File: src/rtl/core/tvmeu_pkg.sv
// Shared types, constants and opcode decoding for the teaching machine execute unit.
package tvmeu_pkg;

  localparam int unsigned MEM_BYTES = 65536;
  localparam int MEM_AW = $clog2(MEM_BYTES);
  localparam int NUM_REGS = 22;
  localparam int REG_AW = $clog2(NUM_REGS);
  localparam logic [32:0] MEM_LIMIT = 33'(MEM_BYTES);

  localparam logic [REG_AW-1:0] R_PC = REG_AW'(16);
  localparam logic [REG_AW-1:0] R_SL = REG_AW'(17);
  localparam logic [REG_AW-1:0] R_SB = REG_AW'(18);
  localparam logic [REG_AW-1:0] R_SP = REG_AW'(19);
  localparam logic [REG_AW-1:0] R_FP = REG_AW'(20);
  localparam logic [REG_AW-1:0] R_HP = REG_AW'(21);

  typedef logic [5:0] opcode_t;
  localparam opcode_t OP_JMP = 6'd0;
  localparam opcode_t OP_JMR = 6'd1;
  localparam opcode_t OP_BNZ = 6'd2;
  localparam opcode_t OP_BGT = 6'd3;
  localparam opcode_t OP_BLT = 6'd4;
  localparam opcode_t OP_BRZ = 6'd5;
  localparam opcode_t OP_MOV = 6'd6;
  localparam opcode_t OP_MOVI = 6'd7;
  localparam opcode_t OP_LDA = 6'd8;
  localparam opcode_t OP_STR = 6'd9;
  localparam opcode_t OP_LDR = 6'd10;
  localparam opcode_t OP_STB = 6'd11;
  localparam opcode_t OP_LDB = 6'd12;
  localparam opcode_t OP_ISTR = 6'd13;
  localparam opcode_t OP_ILDR = 6'd14;
  localparam opcode_t OP_ISTB = 6'd15;
  localparam opcode_t OP_ILDB = 6'd16;
  localparam opcode_t OP_ADD = 6'd17;
  localparam opcode_t OP_ADDI = 6'd18;
  localparam opcode_t OP_SUB = 6'd19;
  localparam opcode_t OP_SUBI = 6'd20;
  localparam opcode_t OP_MUL = 6'd21;
  localparam opcode_t OP_MULI = 6'd22;
  localparam opcode_t OP_DIV = 6'd23;
  localparam opcode_t OP_DIVI = 6'd24;
  localparam opcode_t OP_SDIV = 6'd25;
  localparam opcode_t OP_AND = 6'd26;
  localparam opcode_t OP_OR = 6'd27;
  localparam opcode_t OP_CMP = 6'd28;
  localparam opcode_t OP_CMPI = 6'd29;
  localparam opcode_t OP_ALCI = 6'd30;
  localparam opcode_t OP_ALLC = 6'd31;
  localparam opcode_t OP_IALLC = 6'd32;
  localparam opcode_t OP_PSHR = 6'd33;
  localparam opcode_t OP_PSHB = 6'd34;
  localparam opcode_t OP_POPR = 6'd35;
  localparam opcode_t OP_POPB = 6'd36;
  localparam opcode_t OP_CALL = 6'd37;
  localparam opcode_t OP_RET = 6'd38;
  localparam opcode_t OP_TRP = 6'd39;
  localparam opcode_t OP_INIT = 6'd40;
  localparam opcode_t OP_PRELOAD = 6'd41;

  typedef logic [2:0] fault_t;
  localparam fault_t F_OK = 3'd0;
  localparam fault_t F_ILLEGAL = 3'd1;
  localparam fault_t F_DIVZERO = 3'd2;
  localparam fault_t F_RANGE = 3'd3;
  localparam fault_t F_STACK = 3'd4;
  localparam fault_t F_HEAP = 3'd5;

  typedef enum logic [3:0] {
    CL_JUMP, CL_BRANCH, CL_ALU, CL_DIV, CL_LOAD, CL_STORE, CL_ALLOC, CL_PUSH,
    CL_POP, CL_RET, CL_TRAP, CL_INIT, CL_PRELOAD, CL_ILLEGAL
  } class_t;

  typedef enum logic [4:0] {
    DP_NONE, DP_LOAD, DP_INIT, DP_PRELOAD, DP_PC_INC, DP_RD_D, DP_RD_A, DP_RD_B,
    DP_JUMP, DP_ALU, DP_WR_DEST, DP_DIV_START, DP_DIV_STEP, DP_DIV_RES,
    DP_MEM_SETUP, DP_MEM_WR, DP_MEM_RA, DP_MEM_RD, DP_MEM_RES, DP_SP_DEC,
    DP_POP, DP_SP_INC, DP_RET, DP_ALLOC_IMM, DP_ALLOC_LINK, DP_ALLOC_BUMP,
    DP_TRAP, DP_FINISH
  } dp_op_t;

  typedef enum logic [4:0] {
    S_IDLE, S_CHECK, S_RD_D, S_RD_A, S_RD_B, S_EXEC, S_WB, S_WB_CHK, S_DIV,
    S_DIV_END, S_PUSH_CHK, S_MEM_GO, S_MEM_WR, S_MEM_RA, S_MEM_RD, S_MEM_POST,
    S_POP_SP, S_POP_CHK, S_RET_CHK, S_ALLOC, S_ALLOC_BUMP, S_ALLOC_CHK, S_FINISH
  } state_t;

  typedef struct packed {
    dp_op_t op;
    logic   fault_we;
    fault_t fault_val;
  } dp_cmd_t;

  typedef struct packed {
    class_t cls;
    fault_t pre_fault;
    logic   preload_ok;
    logic   taken;
    logic   div_zero;
    logic   div_last;
    logic   mem_ok;
    logic   mem_write;
    logic   direct;
    logic   cnt_last;
    logic   push_ok;
    logic   pop_ok;
    logic   sp_ok;
    logic   heap_full;
    logic   dest_is_sp;
    logic   sp_chk;
    logic   is_call;
    logic   is_alci;
  } dp_status_t;

  function automatic class_t op_class(input opcode_t op);
    class_t c;
    priority if (op <= OP_JMR) c = CL_JUMP;
    else if (op <= OP_BRZ) c = CL_BRANCH;
    else if (op <= OP_LDA) c = CL_ALU;
    else if (op == OP_STR || op == OP_STB || op == OP_ISTR || op == OP_ISTB) c = CL_STORE;
    else if (op <= OP_ILDB) c = CL_LOAD;
    else if (op <= OP_MULI) c = CL_ALU;
    else if (op <= OP_SDIV) c = CL_DIV;
    else if (op <= OP_CMPI) c = CL_ALU;
    else if (op <= OP_IALLC) c = CL_ALLOC;
    else if (op == OP_PSHR || op == OP_PSHB || op == OP_CALL) c = CL_PUSH;
    else if (op == OP_POPR || op == OP_POPB) c = CL_POP;
    else if (op == OP_RET) c = CL_RET;
    else if (op == OP_TRP) c = CL_TRAP;
    else if (op == OP_INIT) c = CL_INIT;
    else if (op == OP_PRELOAD) c = CL_PRELOAD;
    else c = CL_ILLEGAL;
    return c;
  endfunction

endpackage

File: src/rtl/core/tvmeu_ctrl.sv
// Controller state machine that sequences each instruction through the datapath.
module tvmeu_ctrl import tvmeu_pkg::*; (
  input  logic       clk,
  input  logic       rst,
  input  logic       in_valid,
  output logic       in_stall,
  output logic       out_valid,
  input  logic       out_stall,
  input  dp_status_t status,
  output dp_cmd_t    cmd
);

  state_t state, state_next;
  logic   out_valid_next, fin;

  always_ff @(posedge clk) begin
    if (rst) begin
      state <= S_IDLE;
      out_valid <= 1'b0;
    end else begin
      state <= state_next;
      out_valid <= out_valid_next;
    end
  end

  always_comb begin
    state_next = state;
    cmd = '{op: DP_NONE, fault_we: 1'b0, fault_val: F_OK};
    fin = 1'b0;
    in_stall = (state != S_IDLE);
    unique case (state)
      S_IDLE: begin
        if (in_valid) begin
          cmd.op = DP_LOAD;
          state_next = S_CHECK;
        end
      end
      S_CHECK: begin
        state_next = S_FINISH;
        priority if (status.cls == CL_INIT) begin
          cmd.op = DP_INIT;
        end else if (status.cls == CL_PRELOAD) begin
          if (status.preload_ok) begin
            cmd.op = DP_PRELOAD;
          end else begin
            cmd.fault_we = 1'b1;
            cmd.fault_val = F_RANGE;
          end
        end else if (status.pre_fault != F_OK) begin
          cmd.fault_we = 1'b1;
          cmd.fault_val = status.pre_fault;
        end else begin
          cmd.op = DP_PC_INC;
          state_next = S_RD_D;
        end
      end
      S_RD_D: begin
        cmd.op = DP_RD_D;
        state_next = S_RD_A;
      end
      S_RD_A: begin
        cmd.op = DP_RD_A;
        state_next = S_RD_B;
      end
      S_RD_B: begin
        cmd.op = DP_RD_B;
        state_next = S_EXEC;
      end
      S_EXEC: begin
        state_next = S_FINISH;
        unique case (status.cls)
          CL_JUMP: cmd.op = DP_JUMP;
          CL_BRANCH: cmd.op = status.taken ? DP_JUMP : DP_NONE;
          CL_ALU: begin
            cmd.op = DP_ALU;
            state_next = S_WB;
          end
          CL_DIV: begin
            if (status.div_zero) begin
              cmd.fault_we = 1'b1;
              cmd.fault_val = F_DIVZERO;
            end else begin
              cmd.op = DP_DIV_START;
              state_next = S_DIV;
            end
          end
          CL_LOAD, CL_STORE: begin
            cmd.op = DP_MEM_SETUP;
            state_next = S_MEM_GO;
          end
          CL_ALLOC: begin
            if (status.is_alci) begin
              cmd.op = DP_ALLOC_IMM;
              state_next = S_ALLOC;
            end else begin
              cmd.op = DP_MEM_SETUP;
              state_next = S_MEM_GO;
            end
          end
          CL_PUSH: begin
            if (status.push_ok) begin
              cmd.op = DP_SP_DEC;
              state_next = S_PUSH_CHK;
            end else begin
              cmd.fault_we = 1'b1;
              cmd.fault_val = F_STACK;
            end
          end
          CL_POP, CL_RET: begin
            if (status.pop_ok) begin
              cmd.op = DP_MEM_SETUP;
              state_next = S_MEM_GO;
            end else begin
              cmd.fault_we = 1'b1;
              cmd.fault_val = F_STACK;
            end
          end
          CL_TRAP: cmd.op = DP_TRAP;
          default: ;
        endcase
      end
      S_WB: begin
        cmd.op = DP_WR_DEST;
        state_next = S_WB_CHK;
      end
      S_WB_CHK: begin
        state_next = S_FINISH;
        if (status.sp_chk && status.dest_is_sp && !status.sp_ok) begin
          cmd.fault_we = 1'b1;
          cmd.fault_val = F_STACK;
        end
      end
      S_DIV: begin
        cmd.op = DP_DIV_STEP;
        if (status.div_last) begin
          state_next = S_DIV_END;
        end
      end
      S_DIV_END: begin
        cmd.op = DP_DIV_RES;
        state_next = S_WB;
      end
      S_PUSH_CHK: begin
        if (!status.is_call && status.dest_is_sp && !status.sp_ok) begin
          cmd.fault_we = 1'b1;
          cmd.fault_val = F_STACK;
          state_next = S_FINISH;
        end else begin
          cmd.op = DP_MEM_SETUP;
          state_next = S_MEM_GO;
        end
      end
      S_MEM_GO: begin
        priority if (!status.mem_ok && (status.direct || status.cls == CL_ALLOC)) begin
          cmd.fault_we = 1'b1;
          cmd.fault_val = F_RANGE;
          state_next = S_FINISH;
        end else if (!status.mem_ok) begin
          state_next = S_MEM_POST;
        end else if (status.mem_write) begin
          state_next = S_MEM_WR;
        end else begin
          state_next = S_MEM_RA;
        end
      end
      S_MEM_WR: begin
        cmd.op = DP_MEM_WR;
        if (status.cnt_last) begin
          state_next = S_MEM_POST;
        end
      end
      S_MEM_RA: begin
        cmd.op = DP_MEM_RA;
        state_next = S_MEM_RD;
      end
      S_MEM_RD: begin
        cmd.op = DP_MEM_RD;
        state_next = status.cnt_last ? S_MEM_POST : S_MEM_RA;
      end
      S_MEM_POST: begin
        state_next = S_FINISH;
        unique case (status.cls)
          CL_LOAD: begin
            cmd.op = DP_MEM_RES;
            state_next = S_WB;
          end
          CL_ALLOC: begin
            cmd.op = DP_MEM_RES;
            state_next = S_ALLOC;
          end
          CL_PUSH: cmd.op = status.is_call ? DP_JUMP : DP_NONE;
          CL_POP: begin
            cmd.op = DP_POP;
            state_next = S_POP_SP;
          end
          CL_RET: begin
            cmd.op = DP_RET;
            state_next = S_RET_CHK;
          end
          default: ;
        endcase
      end
      S_POP_SP: begin
        cmd.op = DP_SP_INC;
        state_next = S_POP_CHK;
      end
      S_POP_CHK: begin
        state_next = S_FINISH;
        if (!status.sp_ok) begin
          cmd.fault_we = 1'b1;
          cmd.fault_val = F_STACK;
        end
      end
      S_RET_CHK: begin
        state_next = S_FINISH;
        if (status.dest_is_sp && !status.sp_ok) begin
          cmd.fault_we = 1'b1;
          cmd.fault_val = F_STACK;
        end
      end
      S_ALLOC: begin
        cmd.op = DP_ALLOC_LINK;
        state_next = S_ALLOC_BUMP;
      end
      S_ALLOC_BUMP: begin
        cmd.op = DP_ALLOC_BUMP;
        state_next = S_ALLOC_CHK;
      end
      S_ALLOC_CHK: begin
        state_next = S_FINISH;
        if (status.heap_full) begin
          cmd.fault_we = 1'b1;
          cmd.fault_val = F_HEAP;
        end
      end
      S_FINISH: begin
        if (!out_valid || !out_stall) begin
          cmd.op = DP_FINISH;
          fin = 1'b1;
          state_next = S_IDLE;
        end
      end
      default: state_next = S_IDLE;
    endcase
    if (fin) begin
      out_valid_next = 1'b1;
    end else if (out_valid && !out_stall) begin
      out_valid_next = 1'b0;
    end else begin
      out_valid_next = out_valid;
    end
  end

  // An accepted transaction always begins with the operand check.
  assert property (@(posedge clk) disable iff (rst)
    (in_valid && !in_stall) |=> (state == S_CHECK))
    else $error("accepted transaction did not enter the check state");

  // A result still waiting at the output is never overwritten or lost.
  assert property (@(posedge clk) disable iff (rst)
    (out_valid && out_stall) |=> out_valid)
    else $error("pending result dropped while stalled");

  // The divider leaves its loop exactly after its last step.
  assert property (@(posedge clk) disable iff (rst)
    (state == S_DIV && status.div_last) |=> (state == S_DIV_END))
    else $error("divider loop did not terminate");

  // The result register is only loaded when the output side can take it.
  assert property (@(posedge clk) disable iff (rst)
    (cmd.op == DP_FINISH) |-> (!out_valid || !out_stall))
    else $error("result loaded over a stalled transaction");

endmodule
File: config.mk
export PLATFORM = sky130hd
export DESIGN_NAME = tvmeu_ctrl
export DESIGN_NICKNAME = d
export VERILOG_FILES = /design/src/rtl/core/tvmeu_pkg.sv /design/src/rtl/core/tvmeu_ctrl.sv
export SDC_FILE = /design/constraint.sdc
export NUM_CORES = 1
export LEC_CHECK = 0
export BUFFER_PORTS_ARGS = -buffer_cell sky130_fd_sc_hd__buf_2
export CAP_MARGIN = 5
export CORE_ASPECT_RATIO = 1.4
export CORE_UTILIZATION = 50
export CTS_BUF_LIST = sky130_fd_sc_hd__clkbuf_4 sky130_fd_sc_hd__clkbuf_8
export DETAILED_ROUTE_END_ITERATION = 12
export PLACE_DENSITY = 0.76
export SYNTH_ARGS = -nofsm -noshare
export SYNTH_HDL_FRONTEND = slang
export SYNTH_SLANG_ARGS = --single-unit
File: constraint.sdc
create_clock -name clk -period 2.01 [get_ports clk]
set_clock_uncertainty 0.1 [all_clocks]
set_input_delay 0.1005 -clock clk [delete_from_list [all_inputs] [get_ports clk]]
set_output_delay 0.1005 -clock clk [all_outputs]
set_load 0.03 [all_outputs]
==> results of run 1 <==
-- metal layers --
| metal | up-vias | track usage (%) |
|---|---|---|
| li1 | 1048 | - |
| met1 | 1022 | 39.1 |
| met2 | 170 | 63.0 |
| met3 | 50 | 6.08 |
| met4 | 0 | 20.2 |
| met5 | - | 0 |
-- final cells by class --
| class | count | area, um^2 | area share (%) |
|---|---|---|---|
| inverter | 6 | 27.5 | 1.28 |
| clock buffer | 3 | 41.3 | 1.91 |
| sequential | 6 | 139 | 6.43 |
| multi-input combinational | 206 | 1350 | 62.6 |
| timing repair buffer | 81 | 554 | 25.7 |
| tap | 37 | 46.3 | 2.14 |
-- kinds of logic (layout without fill, tap and decap cells) --
family / after synthesis / in the layout
and+or+nand+nor: 106 / 106
AOI/OAI and AO/OA: 97 / 97
buffers and inverters: 26 / 90
DFF: 6 / 6
muxes: 3 / 3
-- worst paths after layout --
kind	from	end	slack, ps	cells past startpoint
max	state[2]	cmd[3]	-40	7
min	rst	state[4]	7	2
min reg2reg	out_valid	out_valid	520	2
max reg2reg	state[4]	state[2]	270	7
-- what timing repair did --
item                       CTS  global route
setup endpoints to repair    9             9
gates resized for setup     12            29
buffers inserted             0            11
pin swaps                    0             3
-- worst max-delay path, cell delays in order, from the launching register on --
cell	delay (ps)
dfxtp_4	370
nor2b_1	180
buf_4	150
a32o_1	260
a32oi_1	200
and3_4	220
nand3_1	80
buf_6	160
-- layout by cell type, fill, tap and decap left out, types with 4 or more instances in the layout --
cell type	instances
nand2_1	17
nand2b_1	10
buf_4	40
nor3_1	5
nand3_1	11
a31oi_1	8
dfxtp_4	5
nor2_1	18
buf_6	5
nor2b_1	6
o21ai_0	19
nor3b_1	4
a21oi_1	20
o32ai_1	4
o22ai_1	5
o21ai_1	4
inv_1	5
buf_2	34
o211ai_1	4
-- power groups by stage --
stage | Sequential (mW) | Clock [mW] | Combinational [mW]
after floorplan | 0.159 | 0 | 0.825
after global placement | 0.211 | 0 | 1.19
after detailed placement | 0.210 | 0 | 1.19
after CTS | 0.216 | 0.185 | 1.21
after global routing | 0.224 | 0.198 | 1.51
final | 0.221 | 0.188 | 1.43
-- flip-flops by register name, summed over array words and instances, names as in the netlist --
register,count
out_valid,1
state,5
-- cells in the mapped netlist (2+ instances only) --
cell / instances
a32o_1: 3
a21oi_1: 22
a31oi_1: 8
or4_1: 2
nor2_2: 2
buf_4: 4
inv_1: 5
o22ai_1: 5
nor3b_2: 3
dfxtp_1: 6
o311a_1: 2
o32ai_1: 4
o21ai_0: 19
nand2b_1: 13
a32oi_1: 3
or3_1: 3
o21bai_1: 3
mux2i_1: 3
nand3_1: 12
nor2_1: 19
buf_2: 12
and3_1: 2
nor2b_1: 7
nor3_1: 7
nor4_1: 2
o21ai_1: 4
buf_6: 2
nand2_1: 18
a211oi_1: 2
nand3b_1: 3
o2111ai_1: 2
a21o_1: 3
nor3b_1: 4
o211ai_1: 4
-- metrics by stage --
step                      setup WS (ps)  area (um^2)  power (mW)  hold slack [ps]
final                             -36.0         2160        1.84             6.71
after global routing              -53.4         2160        1.93             2.06
after CTS                         -8.42         1980        1.61             5.30
after detailed placement          -14.5         1920        1.40              248
after global placement            -23.7         1920        1.40              241
after floorplan                     238         1550       0.984             69.6
==> key figures, run 1 <==
Layout
  • N_diodes: 0
  • Final cell count without fillers: roughly 340
  • Synth-to-layout area growth: 39.7%
  • Post-layout util: 74.3%
  • Fill count: 234
  • Nets: 331
  • Layout cells sized above 1: 37.7%

Floorplan
  • Die ar.: approximately 0.0033 mm^2
  • Rows: 23
  • Die Y: around 68 um
  • Core footprint: 0.00291 mm^2
  • # IOs: 38
  • Starting Density: a little over half
  • Die Wd: ~49 um

Power and ir drop
  • Leakage power total: around 0.89 nW
  • Comb power frac: between 70% and 80%
  • P_sw: around 0.93 mW
  • Seq pwr share: 12.0%
  • Int Power: 0.910 mW
  • Sw frac: 50.5%
  • Clock Power Share: 10.2%
  • Pwr dens: around 850 mW/mm^2
  • Worst vdd ir: 0.000581 V

Placement
  • Post-detail-place hpwl: between 4 and 5 mm
  • PortBufs: 37
  • GPL Wtd Cong: between 1 and 1.5
  • Placed cell count: 325

STA
  • Headroom to the max-slew limit: between 70% and 80%
  • Fin. Hold Viols: 0
  • Setup WS post-layout: -36.0 ps
  • Final setup violating endpoints: 2
  • Tmin final: slightly above 2000 ps
  • Worst-Margin Slew: roughly 420 ps
  • Final Max Slew Viols: 0
  • FMAX: approximately 500 MHz
  • RSZ-0062 raised after global routing: yes
  • Final period utilization: 102%
  • Setup TNS: -52.5 ps

Clock tree
  • Clock buffer count from CTS: 3
  • CTS tree: done
  • Clk_lat worst skew: around 230 ps
  • Cts hold-fix bufs: 0
  • Clock tree buffer depth: 2
  • Root Driver: clkbuf_8
  • CTS H-tree lvls: 1
  • Num Clock Sinks: 6
  • Clk slew on worst S/H paths: roughly 40 ps

Drt
  • Wire length on met2: around 3.0 mm
  • DRT iter0 DRCs: about 140
  • Top routing layer in use: met4
  • Met3 Wirelength: between 500 and 600 um
  • Drt via density: 6.76
  • Via count of the routed design: 2290
  • Post-Route WL: 6.17 mm
  • Drt wl/cell: about 18 um
  • Wl on met1: about 2.2 mm
  • DR pass1 iterations: 5
  • Detail Route Antenna Nets: 0
  • DRC violations left: 0

GRT
  • Gr ovfl total: 0
  • Largest net degree at the start of global routing: 23
  • Global-route wire length before repair: slightly below 9 mm
  • Vias in the first global route: around 1900
  • Initial antenna violation count: 0
  • Tot GR Track Use: 35.1%

Setup path
  • Startpoint class of the critical path: flop
  • Crit Path Max Fanout: 7
  • Arr. time, crit path: between 1500 and 2000 ps
  • Critical Path RT: around 1800 ps
  • CP Class: reg2out
  • Endpoint type of the worst setup path: output port

Synthesis
  • Synth area leader: dfxtp_1
  • Part of the Yosys area used for sequential elements: 7.77%
  • Synth Area in Simple Gates: approximately 39%
  • Xor and xnor fraction of the mapped netlist area: 0%
  • Yosys top cell area share: between 7 and 8%
  • Main area contributors after synthesis: dfxtp_1 (7.8%), a21oi_1 (7.1%), o21ai_0 (6.2%), nand2b_1 (5.3%), nor2_1 (4.6%)
  • Synth cell types: 59
  • Post-synthesis instance area: 0.00155 mm^2
  • Post-synthesis compound-gate area fraction: a little over two fifths
  • Syn_nets: about 270
  • Synth Flop Type: dfxtp_1
  • EDFF count, synth: 0
  • Syn_area_per_cell: around 6.5 um^2
  • Dominant combinational cell family by area after synthesis: compound AO/OA/AOI/OAI gates
  • Post-Synth Adder-Cell Area: 0%
  • Synthesized flop and latch total: 6
  • YS warnings: 0
  • Post-synthesis mux area share: under 10%
  • Async S/R FF share, synth: 0%
  • Mapped Cells: about 240

Run status
  • Failing checks: setup timing
  • Status: complete, but fails checks

Flow run
  • Maxcap violations: 0

Hold path
  • HP Class: in2reg
Power figures use the tool's default switching activity.
==> inputs of run 2 (changes only) <==
- ABC_AREA: not set -> 1
- PLACE_DENSITY: 0.76 -> 0.77
==> key figures, run 2 <==
Drt
  • DRT iter0 DRCs: 146 (was 135)
  • Detail Route Antenna Nets: 0 (unchanged)
  • Via count of the routed design: 1983 (was 2290)
  • Drt wl/cell: 15.1 um (was 18.2 um)
  • Drt via density: 6.16 (was 6.76)
  • Post-Route WL: 4.86 mm (was 6.17 mm)
  • DRC violations left: 0 (unchanged)
  • DR pass1 iterations: 9 (was 5)

Layout
  • Commonest non-fill, non-tap cell in the layout: nand2_1 (was buf_4)
  • Largest regs: state: 5 flops, out_valid: 1 flops (unchanged)
  • Layout cells sized above 1: 27.4% (was 37.7%)
  • Fill count: 234 (unchanged)
  • Post-layout util: 69.7% (was 74.3%)
  • Final instance area: 0.00165 mm^2 (was 0.00216 mm^2)
  • Nets: 328 (was 331)
  • Synth-to-layout area growth: 32.3% (was 39.7%)
  • Max reg flops: 5 (unchanged)
  • Biggest register: state (unchanged)
  • Most frequent cells in the layout: nand2_1 (58), inv_1 (37), nor2_1 (35) (was buf_4 (40), buf_2 (34), a21oi_1 (20))
  • N_diodes: 0 (unchanged)

STA
  • Fin. Hold Viols: 0 (unchanged)
  • Final Max Slew Viols: 0 (unchanged)
  • Setup TNS: 0 ps (was -52.5 ps)
  • FMAX: 502 MHz (was 489 MHz)
  • Tmin final: 1990 ps (was 2050 ps)
  • Worst-Margin Slew: 396 ps (was 421 ps)
  • RSZ-0062 raised after global routing: yes (unchanged)
  • Setup WS post-layout: 17.7 ps (was -36.0 ps)
  • Final period utilization: 99.1% (was 102%)
  • Headroom to the max-slew limit: 73.3% (was 71.9%)
  • Final setup violating endpoints: 0 (was 2)

Synthesis
  • Most frequent cell after synthesis: nand2_1 (was a21oi_1)
  • Main area contributors after synthesis: nand2_1 (18%), nand3_1 (13%), nor2_1 (12%), inv_1 (11%), dfxtp_1 (9.6%) (was dfxtp_1 (7.8%), a21oi_1 (7.1%), o21ai_0 (6.2%), nand2b_1 (5.3%), nor2_1 (4.6%))
  • Part of the Yosys area used for sequential elements: 9.64% (was 7.77%)
  • Synth cell count leaders: nand2_1 (60), nor2_1 (41), inv_1 (37), nand3_1 (33), o21ai_0 (19) (was a21oi_1 (22), nor2_1 (19), o21ai_0 (19), nand2_1 (18), nand2b_1 (13))
  • Synth Flop Type: dfxtp_1 (unchanged)
  • Async S/R FF share, synth: 0% (unchanged)
  • Synth cell types: 31 (was 59)
  • Synthesized flop and latch total: 6 (unchanged)
  • EDFF count, synth: 0 (unchanged)
  • Synth area leader: nand2_1 (was dfxtp_1)
  • Syn_nets: 276 (was 265)
  • Post-synthesis instance area: 0.00125 mm^2 (was 0.00155 mm^2)
  • Syn_area_per_cell: 5.00 um^2 (was 6.49 um^2)
  • Yosys top cell area share: 18.1% (was 7.77%)
  • YS warnings: 0 (unchanged)
  • Mapped Cells: 249 (was 238)

Clock tree
  • CTS tree: done (unchanged)
  • Root Driver: clkbuf_4 (was clkbuf_8)
  • Clock tree buffer depth: 2 (unchanged)
  • Clk slew on worst S/H paths: 40 ps (about the same)
  • CTS H-tree lvls: 1 (unchanged)
  • Num Clock Sinks: 6 (unchanged)
  • Clock buffer count from CTS: 3 (unchanged)
  • Clk_lat worst skew: 260 ps (was 230 ps)

Floorplan
  • Die ar.: 0.00270 mm^2 (was 0.00332 mm^2)
  • Die Y: 61.1 um (was 67.8 um)
  • Die Wd: 44.2 um (was 49.0 um)
  • Core footprint: 0.00236 mm^2 (was 0.00291 mm^2)
  • Starting Density: 52.7% (was 53.2%)
  • Rows: 21 (was 23)
  • # IOs: 38 (unchanged)

Hold path
  • HP Class: in2reg (unchanged)

GRT
  • Global-route wire length before repair: 7.29 mm (was 8.94 mm)
  • Tot GR Track Use: 36.8% (was 35.1%)
  • Gr ovfl total: 0 (unchanged)
  • Vias in the first global route: 1689 (was 1903)
  • Largest net degree at the start of global routing: 11 (was 23)
  • Initial antenna violation count: 0 (unchanged)

Placement
  • PortBufs: 37 (unchanged)
  • Worst slack, placed: 166 ps (was -14.5 ps)
  • GPL Wtd Cong: 1.10 (was 1.03)
  • Post-detail-place hpwl: 3.66 mm (was 4.48 mm)
  • Placed inst area: 0.00149 mm^2 (was 0.00192 mm^2)

Run status
  • Status: completed (was complete, but fails checks)

Power and ir drop
  • Worst vdd ir: 0.000332 V (was 0.000581 V)
  • Pwr dens: 819 mW/mm^2 (was 852 mW/mm^2)
  • Leakage power total: 0.921 nW (was 0.892 nW)

Flow run
  • Maxcap violations: 0 (unchanged)

Setup path
  • Critical Path RT: 1810 ps (about the same)
  • Arr. time, crit path: 1790 ps (was 1850 ps)
  • Crit Path Max Fanout: 7 (unchanged)
  • CP Class: reg2out (unchanged)
  • Startpoint class of the critical path: flop (unchanged)
  • Endpoint type of the worst setup path: output port (unchanged)
[run 2: repair_timing]
item,in CTS,in global routing
hold endpoints to repair,5,0
pin swaps,0,6
cloned,0,1
buffers inserted,0,5
gates resized for setup,3,27
hold buffers,1,0
setup endpoints to repair,7,9
[run 2: worst paths after layout]
kind | from | end | slack (ps) | depth (start not counted)
max | state[3] | cmd[3] | 20 | 8
min | out_stall | out_valid | 70 | 3
max reg2reg | state[4] | state[1] | 250 | 9
min reg2reg | state[2] | state[2] | 440 | 2
[run 2: layout make-up]
class	count	area, um^2	share of cell area, %
Timing Repair Buffer	49	293	17.8
Sequential cell	6	131	7.97
Inverter	39	146	8.88
Clock buffer	3	22.5	1.37
Tap cell	23	28.8	1.75
Multi-Input combinational cell	202	1030	62.3
[run 2: critical path: stages (launching register included)]
cell,delay (ps)
dfxtp_2,430
inv_1,130
nand2_2,140
nor2_1,80
nand3_1,100
nand2_1,80
nor3_2,250
nand3_1,130
clkbuf_4,200
[run 2: cells by family (layout without fill, tap and decap cells)]
logic type | count (synthesis) | count (layout) | synth area share [%]
buffers and inverters | 42 | 91 | 13.0
flip-flops | 6 | 6 | 9.64
AND/OR/NAND/NOR | 159 | 160 | 58.1
AO/OA/AOI/OAI | 42 | 42 | 19.3
[run 2: report_power, final]
| group | leakage (nW) | switching [mW] | total [mW] | internal, mW |
|---|---|---|---|---|
| Sequential | 0.0517 | 0.0430 | 0.196 | 0.153 |
| Combinational | 0.855 | 0.671 | 1.03 | 0.362 |
| Clock | 0.0138 | 0.0530 | 0.121 | 0.0682 |
| Total | 0.921 | 0.767 | 1.35 | 0.583 |
[run 2: through the flow]
step,instances,total power [mW],hold WS [ps]
3_5_place_dp,312,1.05,243
5_1_grt,322,1.44,79.2
2_1_floorplan,249,0.790,69.6
3_3_place_gp,312,1.05,246
6_report,322,1.35,72.6
4_1_cts,316,1.18,72.3
[run 2: metal layers]
metal | vias up | share of wire (%) | global-route usage, %
met5 | - | 0 | 0
met4 | 0 | 9.7 | 32.0
met3 | 59 | 10 | 6.16
met2 | 151 | 48 | 62.0
met1 | 844 | 33 | 39.3
li1 | 929 | - | -
==> inputs of run 3 (changes only) <==
- CORE_UTILIZATION: 50 -> 49
- PLACE_DENSITY: 0.77 -> 0.76
==> key figures, run 3 (synthesized netlist as in run 2, its figures left out) <==
Floorplan
  • Die Y: 61.7 um (was 61.1 um)
  • Die ar.: 0.00275 mm^2 (was 0.00270 mm^2)
  • # IOs: 38 (unchanged)
  • Starting Density: 52.1% (was 52.7%)
  • Rows: 21 (unchanged)
  • Die Wd: 44.6 um (was 44.2 um)
  • Core footprint: 0.00239 mm^2 (was 0.00236 mm^2)

Hold path
  • HP Class: in2reg (unchanged)
  • Hold Path Origin: out_stall (unchanged)

Setup path
  • Startpoint class of the critical path: flop (unchanged)
  • CP Cell Sequence: buf_4, nor2_4, nand3_1, nor2_1, inv_1, nand2_1, nor3_2, o21ai_0, buf_4 (was inv_1, nand2_2, nor2_1, nand3_1, nand2_1, nor3_2, nand3_1, clkbuf_4)
  • Endpoint type of the worst setup path: output port (unchanged)
  • R2r setup slk: 300 ps (was 250 ps)
  • CP Launch Point: state[0] (was state[3])
  • Arr. time, crit path: 1730 ps (was 1790 ps)
  • Reg2reg start: state[0] (was state[4])
  • Critical Path RT: 1810 ps (about the same)
  • CP Class: reg2out (unchanged)
  • Crit Path Max Fanout: 8 (was 7)
  • Critical Path Most Common Cell: buf_4 (was nand3_1)
  • CP max stage delay: 340 ps (was 430 ps)
  • Critical Path Slowest Stage Cell: dfxtp_2 (unchanged)

Layout
  • Post-layout util: 67.3% (was 69.7%)
  • Layout cells sized above 1: 25.0% (was 27.4%)
  • Final cell count without fillers: 330 (was 322)
  • Max reg flops: 5 (unchanged)
  • Biggest register: state (unchanged)
  • Final instance area: 0.00161 mm^2 (was 0.00165 mm^2)
  • Commonest non-fill, non-tap cell in the layout: nand2_1 (unchanged)
  • N_diodes: 0 (unchanged)
  • Largest regs: state: 5 flops, out_valid: 1 flops (unchanged)
  • Nets: 325 (was 328)
  • Most frequent cells in the layout: nand2_1 (60), inv_1 (37), nor2_1 (36) (was nand2_1 (58), inv_1 (37), nor2_1 (35))
  • Synth-to-layout area growth: 29.1% (was 32.3%)

Drt
  • DRC violations left: 0 (unchanged)
  • Detail Route Antenna Nets: 0 (unchanged)
  • Via count of the routed design: 1832 (was 1983)
  • DR pass1 iterations: 4 (was 9)
  • DRT iter0 DRCs: 82 (was 146)
  • Drt via density: 5.55 (was 6.16)
  • Drt wl/cell: 13.0 um (was 15.1 um)
  • Post-Route WL: 4.30 mm (was 4.86 mm)

STA
  • Headroom to the max-slew limit: 76.2% (was 73.3%)
  • Tmin final: 1930 ps (was 1990 ps)
  • FMAX: 517 MHz (was 502 MHz)
  • Final Max Slew Viols: 0 (unchanged)
  • Fin. Hold Viols: 0 (unchanged)
  • Worst-Margin Slew: 353 ps (was 396 ps)
  • Final setup violating endpoints: 0 (unchanged)
  • Final period utilization: 96.2% (was 99.1%)

Clock tree
  • Clk slew on worst S/H paths: 40 ps (about the same)
  • Clk_lat worst skew: 240 ps (was 260 ps)
  • CTS H-tree lvls: 1 (unchanged)
  • Num Clock Sinks: 6 (unchanged)
  • Clock buffer count from CTS: 3 (unchanged)
  • CTS tree: done (unchanged)
  • Root Driver: clkbuf_4 (unchanged)
  • Clock tree buffer depth: 2 (unchanged)

GRT
  • Tot GR Track Use: 32.3% (was 36.8%)
  • Global-route wire length before repair: 6.56 mm (was 7.29 mm)
  • Gr ovfl total: 0 (unchanged)
  • Vias in the first global route: 1586 (was 1689)
  • Initial antenna violation count: 0 (unchanged)
  • Largest net degree at the start of global routing: 9 (was 11)

Placement
  • Post-detail-place hpwl: 3.62 mm (was 3.66 mm)
  • GPL Wtd Cong: 0.974 (was 1.10)
  • PortBufs: 37 (unchanged)
  • Placed inst area: 0.00149 mm^2 (about the same)
  • Placed cell count: 321 (was 312)

Run status
  • Status: completed (unchanged)

Power and ir drop
  • Worst vdd ir: 0.000442 V (was 0.000332 V)
  • Pwr dens: 776 mW/mm^2 (was 819 mW/mm^2)
  • Leakage power total: 0.904 nW (was 0.921 nW)
  • Final Power: 1.25 mW (was 1.35 mW)

Flow run
  • Maxcap violations: 0 (unchanged)
==> run 3: cell types whose count changed in the layout (fill, tap and decap cells not counted), moves of 2 or more <==
cell / before / now
nand3_2: 2 / 0
buf_4: 15 / 12
nand3_1: 31 / 33
dfxtp_2: 3 / 5
nor2_2: 10 / 8
nand2_1: 58 / 60
buf_2: 31 / 33
dfxtp_4: 2 / 0
==> run 3: power by group <==
part | switching [mW] | internal (mW)
Sequential | 0.0445 | 0.149
Combinational | 0.614 | 0.336
Clock | 0.0374 | 0.0671
==> run 3: cell type report <==
class | instances | area (um^2)
multi-input combinational | 201 | 998
timing repair buffer | 47 | 273
clock buffer | 3 | 22.5
fill | 254 | 782
inverter | 39 | 146
tap | 34 | 42.5
sequential | 6 | 126
==> run 3: routing by layer <==
metal | track usage (%) | share of wire (%) | vias up
met3 | 2.35 | 5.4 | 18
li1 | - | - | 920
met4 | 12.1 | 3.9 | 0
met1 | 36.4 | 37 | 807
met5 | 0 | 0 | -
met2 | 62.0 | 54 | 87
==> run 3: worst max-delay path: cells and delay by family, from the launching register on <==
kind	cells	cell delay, ps
AND/OR/NAND/NOR	5	670
flip-flops	1	340
AO/OA/AOI/OAI	1	70
buffers and inverters	3	420
==> run 3: stage by stage <==
stage | TNS [ps] | setup WS, ps | hold slack (ps)
3_3_place_gp | 0 | 204 | 246
6_report | 0 | 76.2 | 90.2
5_1_grt | -45.4 | -21.7 | 98.8
4_1_cts | 0 | 31.4 | 91.8
2_1_floorplan | 0 | 11.6 | 69.6
3_5_place_dp | 0 | 220 | 242
==> run 3: path summary, 6_finish.rpt <==
check              end  cells after the start
max             cmd[2]                      9
min          out_valid                      3
min reg2reg  out_valid                      2
max reg2reg   state[1]                     12
==> run 3: timing repair <==
action                                  4_1_cts  5_1_grt
hold buffers                                  1        0
buffers inserted                              3        2
endpoints found under the setup margin        6        9
pin swaps                                     1        2
endpoints found under the hold margin         2        0
gates resized for setup                       3       15
